[src/hst_pkg.sv]
// Package for the Hangul syllable tracker: payload structs, classes, positions, constants.
`default_nettype none
package hst_pkg;

  localparam int unsigned CpWidth = 21;
  localparam int unsigned TwWidth = 2;

  // Hangul_Syllable_Type ranges
  localparam logic [CpWidth-1:0] LFirst0  = 21'h01100;
  localparam logic [CpWidth-1:0] LLast0   = 21'h0115F;
  localparam logic [CpWidth-1:0] LFirst1  = 21'h0A960;
  localparam logic [CpWidth-1:0] LLast1   = 21'h0A97C;
  localparam logic [CpWidth-1:0] VFirst0  = 21'h01160;
  localparam logic [CpWidth-1:0] VLast0   = 21'h011A7;
  localparam logic [CpWidth-1:0] VFirst1  = 21'h0D7B0;
  localparam logic [CpWidth-1:0] VLast1   = 21'h0D7C6;
  localparam logic [CpWidth-1:0] TFirst0  = 21'h011A8;
  localparam logic [CpWidth-1:0] TLast0   = 21'h011FF;
  localparam logic [CpWidth-1:0] TFirst1  = 21'h0D7CB;
  localparam logic [CpWidth-1:0] TLast1   = 21'h0D7FB;
  localparam logic [CpWidth-1:0] SFirst   = 21'h0AC00;
  localparam logic [CpWidth-1:0] SLast    = 21'h0D7A3;

  // Syllable offset fits 14 bits; offset/4 fits 12 bits.
  localparam int unsigned OffWidth = 14;
  localparam int unsigned QWidth   = OffWidth - 2;
  // Inverse of 7 modulo 2**12; y is a multiple of 7 iff y*inv mod 2**12 <= (2**12-1)/7.
  localparam logic [QWidth-1:0] Inv7      = 12'd3511;
  localparam logic [QWidth-1:0] Div7Limit = 12'd585;

  localparam logic [TwWidth-1:0] IsolatedWidth = 2'd2;

  typedef enum logic [2:0] {
    CLS_NONE,
    CLS_L,
    CLS_V,
    CLS_T,
    CLS_LV,
    CLS_LVT
  } cls_e;

  typedef enum logic [1:0] {
    POS_NONE = 2'd0,
    POS_L    = 2'd1,
    POS_V    = 2'd2,
    POS_T    = 2'd3
  } pos_e;

  typedef struct packed {
    logic [CpWidth-1:0] code_point;
    logic [TwWidth-1:0] table_width;
  } in_t;

  typedef struct packed {
    logic               continues_syllable;
    logic [TwWidth-1:0] hangul_width;
    logic [1:0]         new_position;
  } out_t;

endpackage
`default_nettype wire

[src/hangul_syllable_tracker_top.sv]
// Top level of the Hangul syllable tracker: input register, classifier, result register.
`default_nettype none
// Hangul syllable tracker.
// Input channel (in_valid_i / in_ready_o / in_data_i) carries one code point and
// its width-table width per transfer. Output channel (out_valid_o / out_ready_i /
// out_data_o) returns one result per input: continues_syllable, hangul_width and
// the new syllable position.
// Each input passes the input register, then the result register, before its
// result is offered. Throughput: one item per cycle while the receiver takes
// results, set by the single position register that both the classifier reads
// and the result stage writes in the same cycle.
// Both register stages advance together when the result register is empty or
// is being taken, so a stalled receiver holds the result and the input register
// fills; in_ready_o drops only when both are full and out_ready_i is low.
// Reset (rst_ni low, asynchronous) empties both stages and sets the syllable
// position to none. No configuration registers.
module hangul_syllable_tracker_top (
  input  wire logic          clk_i,
  input  wire logic          rst_ni,
  input  wire logic          in_valid_i,
  output logic               in_ready_o,
  input  wire hst_pkg::in_t  in_data_i,
  output logic               out_valid_o,
  input  wire logic          out_ready_i,
  output hst_pkg::out_t      out_data_o
);
  import hst_pkg::*;

  // Stage 1: input register
  logic s1_valid_q, s1_valid_d;
  in_t  s1_data_q;
  logic s1_adv;

  // Stage 2: result register and syllable position
  logic out_valid_q, out_valid_d;
  out_t out_data_q;
  pos_e pos_q, pos_d;
  logic out_free;

  // Combinational classification of the stage 1 item
  cls_e                cls;
  logic [CpWidth-1:0]  cp;
  logic [15:0]         off_full;
  logic [QWidth-1:0]   quarter;
  logic [QWidth-1:0]   prod;
  logic                div28;
  logic                cont;
  logic [TwWidth-1:0]  width;
  pos_e                next_pos;

  assign out_free   = !out_valid_q || out_ready_i;
  assign s1_adv     = s1_valid_q && out_free;
  assign in_ready_o = !s1_valid_q || out_free;

  assign cp       = s1_data_q.code_point;
  // offset from the first precomposed syllable; only meaningful inside the range
  assign off_full = cp[15:0] - SFirst[15:0];
  assign quarter  = off_full[OffWidth-1:2];
  assign prod     = quarter * Inv7;
  assign div28    = (off_full[1:0] == 2'b00) && (prod <= Div7Limit);

  always_comb begin
    if ((cp >= LFirst0 && cp <= LLast0) || (cp >= LFirst1 && cp <= LLast1)) begin
      cls = CLS_L;
    end else if ((cp >= VFirst0 && cp <= VLast0) || (cp >= VFirst1 && cp <= VLast1)) begin
      cls = CLS_V;
    end else if ((cp >= TFirst0 && cp <= TLast0) || (cp >= TFirst1 && cp <= TLast1)) begin
      cls = CLS_T;
    end else if (cp >= SFirst && cp <= SLast) begin
      cls = div28 ? CLS_LV : CLS_LVT;
    end else begin
      cls = CLS_NONE;
    end
  end

  // does this character continue the syllable held so far
  always_comb begin
    case (pos_q)
      POS_L:   cont = (cls != CLS_T) && (cls != CLS_NONE);
      POS_V:   cont = (cls == CLS_V) || (cls == CLS_T);
      POS_T:   cont = (cls == CLS_T);
      default: cont = 1'b0;
    endcase
  end

  // width and position update
  always_comb begin
    width    = '0;
    next_pos = pos_q;
    case (cls)
      CLS_LV: begin
        next_pos = POS_V;
        width    = s1_data_q.table_width;
      end
      CLS_LVT: begin
        next_pos = POS_T;
        width    = s1_data_q.table_width;
      end
      CLS_L: begin
        next_pos = POS_L;
        if (pos_q != POS_L) width = s1_data_q.table_width;
      end
      CLS_V: begin
        if (pos_q == POS_L || pos_q == POS_V) begin
          next_pos = POS_V;
        end else begin
          next_pos = POS_NONE;
          width    = IsolatedWidth;
        end
      end
      CLS_T: begin
        if (pos_q == POS_V || pos_q == POS_T) begin
          next_pos = POS_T;
        end else begin
          next_pos = POS_NONE;
          width    = IsolatedWidth;
        end
      end
      default: next_pos = POS_NONE;  // non-Hangul ends the syllable
    endcase
  end

  always_comb begin
    s1_valid_d  = s1_valid_q;
    out_valid_d = out_valid_q;
    pos_d       = pos_q;
    if (in_ready_o) s1_valid_d = in_valid_i;
    if (out_free) out_valid_d = s1_valid_q;
    if (s1_adv) pos_d = next_pos;
  end

  always_ff @(posedge clk_i or negedge rst_ni) begin
    if (!rst_ni) begin
      s1_valid_q  <= 1'b0;
      out_valid_q <= 1'b0;
      pos_q       <= POS_NONE;
    end else begin
      s1_valid_q  <= s1_valid_d;
      out_valid_q <= out_valid_d;
      pos_q       <= pos_d;
    end
  end

  // payload registers, no reset
  always_ff @(posedge clk_i) begin
    if (in_ready_o && in_valid_i) s1_data_q <= in_data_i;
    if (s1_adv) begin
      out_data_q.continues_syllable <= cont;
      out_data_q.hangul_width       <= width;
      out_data_q.new_position       <= next_pos;
    end
  end

  assign out_valid_o = out_valid_q;
  assign out_data_o  = out_data_q;

`ifndef SYNTHESIS
  // the shown result always carries the position currently held
  assert property (@(posedge clk_i) disable iff (!rst_ni)
    out_valid_o |-> (out_data_o.new_position == pos_q))
    else $error("result position differs from held position");

  // a continuing character never leaves the syllable
  assert property (@(posedge clk_i) disable iff (!rst_ni)
    (out_valid_o && out_data_o.continues_syllable) |->
      (out_data_o.new_position != POS_NONE))
    else $error("continuing character ended the syllable");

  // a stalled input-register item is not dropped
  assert property (@(posedge clk_i) disable iff (!rst_ni)
    (s1_valid_q && !out_free) |=> s1_valid_q)
    else $error("stalled item lost from input register");
`endif

endmodule
`default_nettype wire

[config.mk]
export PLATFORM = sky130hd
export DESIGN_NAME = hangul_syllable_tracker_top
export DESIGN_NICKNAME = d
export VERILOG_FILES = /design/src/hst_pkg.sv /design/src/hangul_syllable_tracker_top.sv
export SDC_FILE = /design/constraint.sdc
export NUM_CORES = 1
export LEC_CHECK = 0
export ABC_AREA = 1
export CORE_ASPECT_RATIO = 2
export CORE_MARGIN = 2
export CORE_UTILIZATION = 45
export CTS_CLUSTER_SIZE = 20
export DETAILED_ROUTE_END_ITERATION = 8
export DONT_BUFFER_PORTS = 1
export PLACE_DENSITY = 0.58
export REMOVE_ABC_BUFFERS = 1
export SYNTH_ARGS = -nofsm -noshare
export SYNTH_HDL_FRONTEND = slang
export SYNTH_SLANG_ARGS = --single-unit
[constraint.sdc]
create_clock -name clk_i -period 8.7 [get_ports clk_i]
set_input_delay 1.305 -clock clk_i [delete_from_list [all_inputs] [get_ports clk_i]]
set_output_delay 1.305 -clock clk_i [all_outputs]
set_load 0.02 [all_outputs]
Yosys cells after proc, flatten, opt, wreduce, memory -nomap -nowiden

Cells that the tools add are included.
Widths: inputs -> output; s select.

Bits in registers: 32
Input bits: 27
Output and inout bits: 7
Word-level logic and storage cells: 72

$add $sub $neg: 1
Multiply operators: 1
Magnitude comparators: 15
Equal/unequal tests: 10
Multiplexer cells: 13
Reduce and logical (&&, ||, !) cells: 24

Operators by type and width:

| kind                   | count |
|---|---|
| $ge 21x16->1 const B   | 4 |
| $le 21x16->1 const B   | 4 |
| $ge 21x13->1 const B   | 3 |
| $le 21x13->1 const B   | 3 |
| $sub 14x14->14 const B | 1 |
| $le 12x10->1 const B   | 1 |
| $mul 12x11->12 const B | 1 |
| $mux 3                 | 4 |
| $logic_and 1x1->1      | 11 |
| $mux 2                 | 5 |
| $pmux 2 s5             | 1 |
| $logic_or 1x1->1       | 8 |
| $pmux 2 s4             | 1 |
| $eq 3x2->1 const B     | 2 |
| $eq 3x3->1 const B     | 2 |
| $eq 2x2->1 const B     | 2 |
| $eq 3x1->1 const B     | 1 |
| $ne 3x2->1 const B     | 1 |
| $pmux 1 s3             | 1 |
| $reduce_bool 3->1      | 1 |
| $eq 2x1->1 const B     | 1 |
| $logic_not 1->1        | 2 |
| $logic_not 2->1        | 1 |
| $ne 2x1->1 const B     | 1 |
| 2 further kinds        | 2 |

Depth between registers and ports, before layout

Depth in word-level cells: 12
Gate-level depth with buffers: 32
Gate-level depth less buffers: 32

Worst setup path before layout

OpenSTA, ideal clock, no wires.

Path kind: flip-flop to flip-flop
Start point: register s1_data_q (netlist bit cp[3])
End point: register out_data_q (netlist bit out_data_o[3]) (data pin)
Setup time: 0.256 ns
Arrival time: 4.565 ns
Required time: 8.444 ns
Path slack: 3.879 ns
Cell stages (with the launch flop): 27
Buffers on the path: 0
Period minus slack after synthesis: 4.821 ns
Cells stage by stage: edfxtp_1 -> ha_1 -> fa_1 -> inv_1 -> fa_1 -> inv_1 -> fa_1 -> inv_1 -> fa_1 -> inv_1 -> ha_1 -> nand2_1 -> or2_2 -> nand4_1 -> nand2_1 -> nor2_1 -> o21ai_0 -> inv_1 -> nand3_1 -> nand2_1 -> nand2_2 -> nand2_2 -> nand2_4 -> nand2_1 -> nand2_1 -> nand2_1 -> nand2_1

Word-level cells in the longest chain between the ends: 12
Elaborated cells between the ends (all ways): 40
Those cells by class: 1 x add/sub; 1 x mul; 15 x order compare; 5 x eq/ne; 6 x mux; 12 x reduce/logical

RTL lines:

| what                             | line                               | text |
|---|---|---|
| start, declared                  | hangul_syllable_tracker_top.sv:31  | `in_t s1_data_q;` |
| start signal, assigned           | hangul_syllable_tracker_top.sv:146 | `if (in_ready_o && in_valid_i) s1_data_q <= in_data_i;` |
| $sub 14x14->14                   | hangul_syllable_tracker_top.sv:57  | `assign off_full = cp[15:0] - SFirst[15:0];` |
| $mul 12x11->12                   | hangul_syllable_tracker_top.sv:59  | `assign prod = quarter * Inv7;` |
| $le 12x10->1                     | hangul_syllable_tracker_top.sv:60  | `assign div28 = (off_full[1:0] == 2'b00) && (prod <= Div7Limit);` |
| $logic_and 1x1->1                | hangul_syllable_tracker_top.sv:60  |  |
| $mux 1                           | hangul_syllable_tracker_top.sv:70  | `cls = div28 ? CLS_LV : CLS_LVT;` |
| $mux 3                           | hangul_syllable_tracker_top.sv:69  | `end else if (cp >= SFirst && cp <= SLast) begin` |
| $mux 3                           | hangul_syllable_tracker_top.sv:67  | `end else if ((cp >= TFirst0 && cp <= TLast0) \|\| (cp >= TFirst1 && cp <= TLast1)) begin` |
| $mux 3                           | hangul_syllable_tracker_top.sv:65  | `end else if ((cp >= VFirst0 && cp <= VLast0) \|\| (cp >= VFirst1 && cp <= VLast1)) begin` |
| $mux 3 *                         | hangul_syllable_tracker_top.sv:63  | `if ((cp >= LFirst0 && cp <= LLast0) \|\| (cp >= LFirst1 && cp <= LLast1)) begin` |
| $eq 3x3->1                       | hangul_syllable_tracker_top.sv:90  | `case (cls)` |
| $reduce_or 2->1 (no source line) | -                                  |  |
| $pmux 2 s4 *                     | hangul_syllable_tracker_top.sv:90  |  |
| via width[1]                     | hangul_syllable_tracker_top.sv:48  | `logic [TwWidth-1:0] width;` |
| end, declared                    | hangul_syllable_tracker_top.sv:36  | `out_t out_data_q;` |

The timed path passes the listed nets; every way through them passes the cells marked *.
A chain may end at the register's enable or synchronous reset.

Worst setup path in the final report

Start point: register s1_data_q (netlist bit cp[2])
End point: register out_data_q (netlist bit out_data_o[3]) (data pin)

The elaborated chain is that of the path after synthesis.

==> results by group <==
Outcome
  – Outcome: finished, final reports clean

Clock tree
  – H-Tree Depth: 2
  – Deepest clock path buffer count: 2
  – Clk root buf: clkbuf_16
  – CTS tree: built
  – CTS resizes: 0
  – Number of clock sinks: 32
  – Clock latency on the worst-skew pair: 0.28 ns
  – Setup bufs post-CTS: 0
  – Hold Buf Count CTS: 0
  – Total CTS buffers: 5
  – Clk pin slew, worst setup/hold paths: 0.05 ns

GRT
  – Largest net degree at the start of global routing: 24
  – Global-route wire length before repair: 16.2 mm
  – GRT Total Usage: 21.4%
  – Initial antenna violation count: 0
  – Total global routing overflow: 0
  – Vias in the first global route: 3341

Logic synthesis
  – Sequential area share after synthesis: 23.0%
  – Compound-Gate Fraction of Synth Area: 7.07%
  – Synth Area in XOR/XNOR: 2.11%
  – Post-synthesis mux area share: 0%
  – Top-count cell post-synth: nand2_1
  – #FFs+latches synth: 32
  – Dominant synthesized flop cell: edfxtp_1
  – Ys async rst share: 12.5%
  – Synthesized area per cell: 8.15 um^2
  – Post-synth EDFFs: 28
  – Synthesized cell area: 4090 um^2
  – Area share of fa/ha/maj cells after synthesis: 31.6%
  – Synth top area share: 20.6%
  – Top cells by count, synth: 113 x nand2_1, 110 x inv_1, 65 x ha_1, 28 x edfxtp_1, 27 x nand3_1
  – Area contributors post-synth: edfxtp_1 21%, ha_1 20%, fa_1 12%
  – Area leader, netlist: edfxtp_1
  – Synth Instances: 502
  – Main combinational cell family by area after synthesis: adder cells
  – Synth warnings: 0
  – Simple-gate share of the synthesized area: 24.7%
  – Synth unique cells: 44

Detailed routing
  – Vias/cell: 5.16
  – # DRC: 0
  – First-pass detailed-route iteration total: 4
  – Final WL: 9.85 mm
  – WL/cell: 16.2 um
  – Via count: 3140
  – DR iter-0 viols: 84
  – Routed Antenna Nets: 0

Floorplan
  – Initial Util: 46.0%
  – Die W: 71.4 um
  – Die area: 9910 um^2
  – Standard-cell rows: 49
  – Core Footprint: 8890 um^2
  – Num ports: 34
  – Die height: 139 um

STA
  – Worst Tran Pin Value: 0.857 ns
  – Final Max Tran Viols: 0
  – Max_slew headroom: 42.8%
  – Post-Route Setup TNS: 0 ns
  – Hold violation count in the final report: 0
  – RSZ-0062 raised after global routing: no
  – Min Tclk post-route: 5.26 ns
  – Final worst-path cycle share: 60.4%
  – Final Setup Violations: 0
  – Setup Skew: 0.00570 ns
  – FMAX: 0.190 GHz
  – Final setup margin: 3.44 ns

Worst setup path
  – Reg2reg setup slack: 3.44 ns
  – Worst R2R Start: cp[2]$_DFFE_PP_
  – Most used cell along the critical path: nand2_1
  – Startpoint types: flop
  – Crit path max fanout: 15
  – Max stage delay on crit path: 0.75 ns
  – Crit path DAT: 5.29 ns
  – R2R cell count: 28
  – Critical R2R Capture: out_data_o[3]$_DFFE_PP_
  – CP endpoint: out_data_o[3]$_DFFE_PP_
  – Crit path required time: 8.74 ns
  – CP Capture Type: flop
  – CP max stage cell: edfxtp_1
  – Critical Path Source: cp[2]$_DFFE_PP_
  – Crit Path Class: reg -> reg

Placed design
  – Final HPWL DP: 8.60 mm
  – GP Congestion: 0.934
  – Pre-CTS setup slack: 3.43 ns
  – Port Buffers: 0

Final layout
  – Diode count: 0
  – Fill cell total of the finished layout: 893
  – Share of cells above drive strength 1: 11.0%
  – Synthesis-to-layout area growth: 6.73%
  – Nets@finish: 622

Power
  – Leakage: 2.26 nW
  – Total Power: 0.00101 W
  – Cell Pwr Density: 231 nW/um^2
  – Peak supply drop: 205 uV

Job
  – Max-cap check violation count: 0

Hold path
  – HP Class: reg -> reg
## stage by stage
step	util (%)	instance area [um^2]	instances	hold WS, ns
floorplan	-	4070	499	0.494
global placement	47.2	4200	601	0.534
detailed placement	47.2	4200	601	0.541
CTS	49.1	4360	609	0.547
global route	49.1	4360	609	0.580
finish	49.1	4360	609	0.545
## cell families (layout without fill, tap and decap cells)
| family | count (synthesis) | after routing |
|---|---|---|
| AO/OA/AOI/OAI | 42 | 42 |
| XOR/XNOR | 9 | 9 |
| adder cells (fa/ha/maj) | 89 | 89 |
| buffers and inverters | 123 | 128 |
| flip-flops | 32 | 32 |
| AND/OR/NAND/NOR | 207 | 207 |
## report_power, final
group	total, W	internal, W	switching (W)
combinational	0.000604	0.000236	0.000368
sequential	0.000209	0.000186	0.0000229
clock	0.000197	0.000134	0.0000626
## worst min-delay path by stage
stage                                       from                 endpoint  depth (start not counted)
after floorplan           s1_data_q[1]$_DFFE_PP_  out_data_o[3]$_DFFE_PP_                          2
after detailed placement  s1_data_q[1]$_DFFE_PP_  out_data_o[3]$_DFFE_PP_                          2
after global placement    s1_valid_q$_DFFE_PN0N_  out_valid_o$_DFFE_PN0P_                          2
after global routing      s1_data_q[1]$_DFFE_PP_  out_data_o[3]$_DFFE_PP_                          2
after CTS                 s1_data_q[1]$_DFFE_PP_  out_data_o[3]$_DFFE_PP_                          2
final                     s1_data_q[1]$_DFFE_PP_  out_data_o[3]$_DFFE_PP_                          2
## final cells by class
type,count,area (um^2),area share [%]
Sequential cell,32,941,21.6
Clock inverter,3,42.5,0.975
Multi-Input combinational cell,347,2680,61.4
Clock buffer,5,125,2.87
Tap cell,102,128,2.92
Inverter,120,450,10.3
## state kept, by name, indices dropped and copies added, names as in the netlist
register,count
s1_data_q,2
out_valid_o,1
cp,21
out_data_o,5
pos_q,2
s1_valid_q,1
## metal layers
layer,share of wire [%],GRT usage [%],vias up
met5,0,0,-
met1,32,19.5,1446
met4,6.4,14.1,0
met3,2.3,2.03,40
li1,-,-,1584
met2,59,42.0,70
## cell usage in the layout, fill, tap and decap left out, types with 2 or more instances in the layout
cell type	count
clkbuf_16	5
nand3b_1	2
a21oi_1	10
nor2_1	23
o211ai_1	2
xor2_1	3
o21ai_1	5
a31oi_1	2
nor3_1	5
dfrtp_1	4
xnor2_1	5
nand2_2	7
nor2_2	3
nand4_1	10
inv_2	10
nand2_1	113
edfxtp_1	28
fa_1	24
inv_1	110
nor3_2	2
o21ai_2	5
nor2_8	2
ha_1	65
nand2_4	4
a21oi_2	4
nand3_1	27
o21ai_0	7
nor4_1	2
## worst max-delay path, delay by kind of cell, from the launching register on
family	cells	cell delay, ns
buffers and inverters	6	0.30
and+or+nand+nor	14	1.19
DFF	1	0.75
AOI/OAI and AO/OA	2	0.22
adders and majority gates	6	2.51
Note: power is estimated with default switching activity, not from simulation.
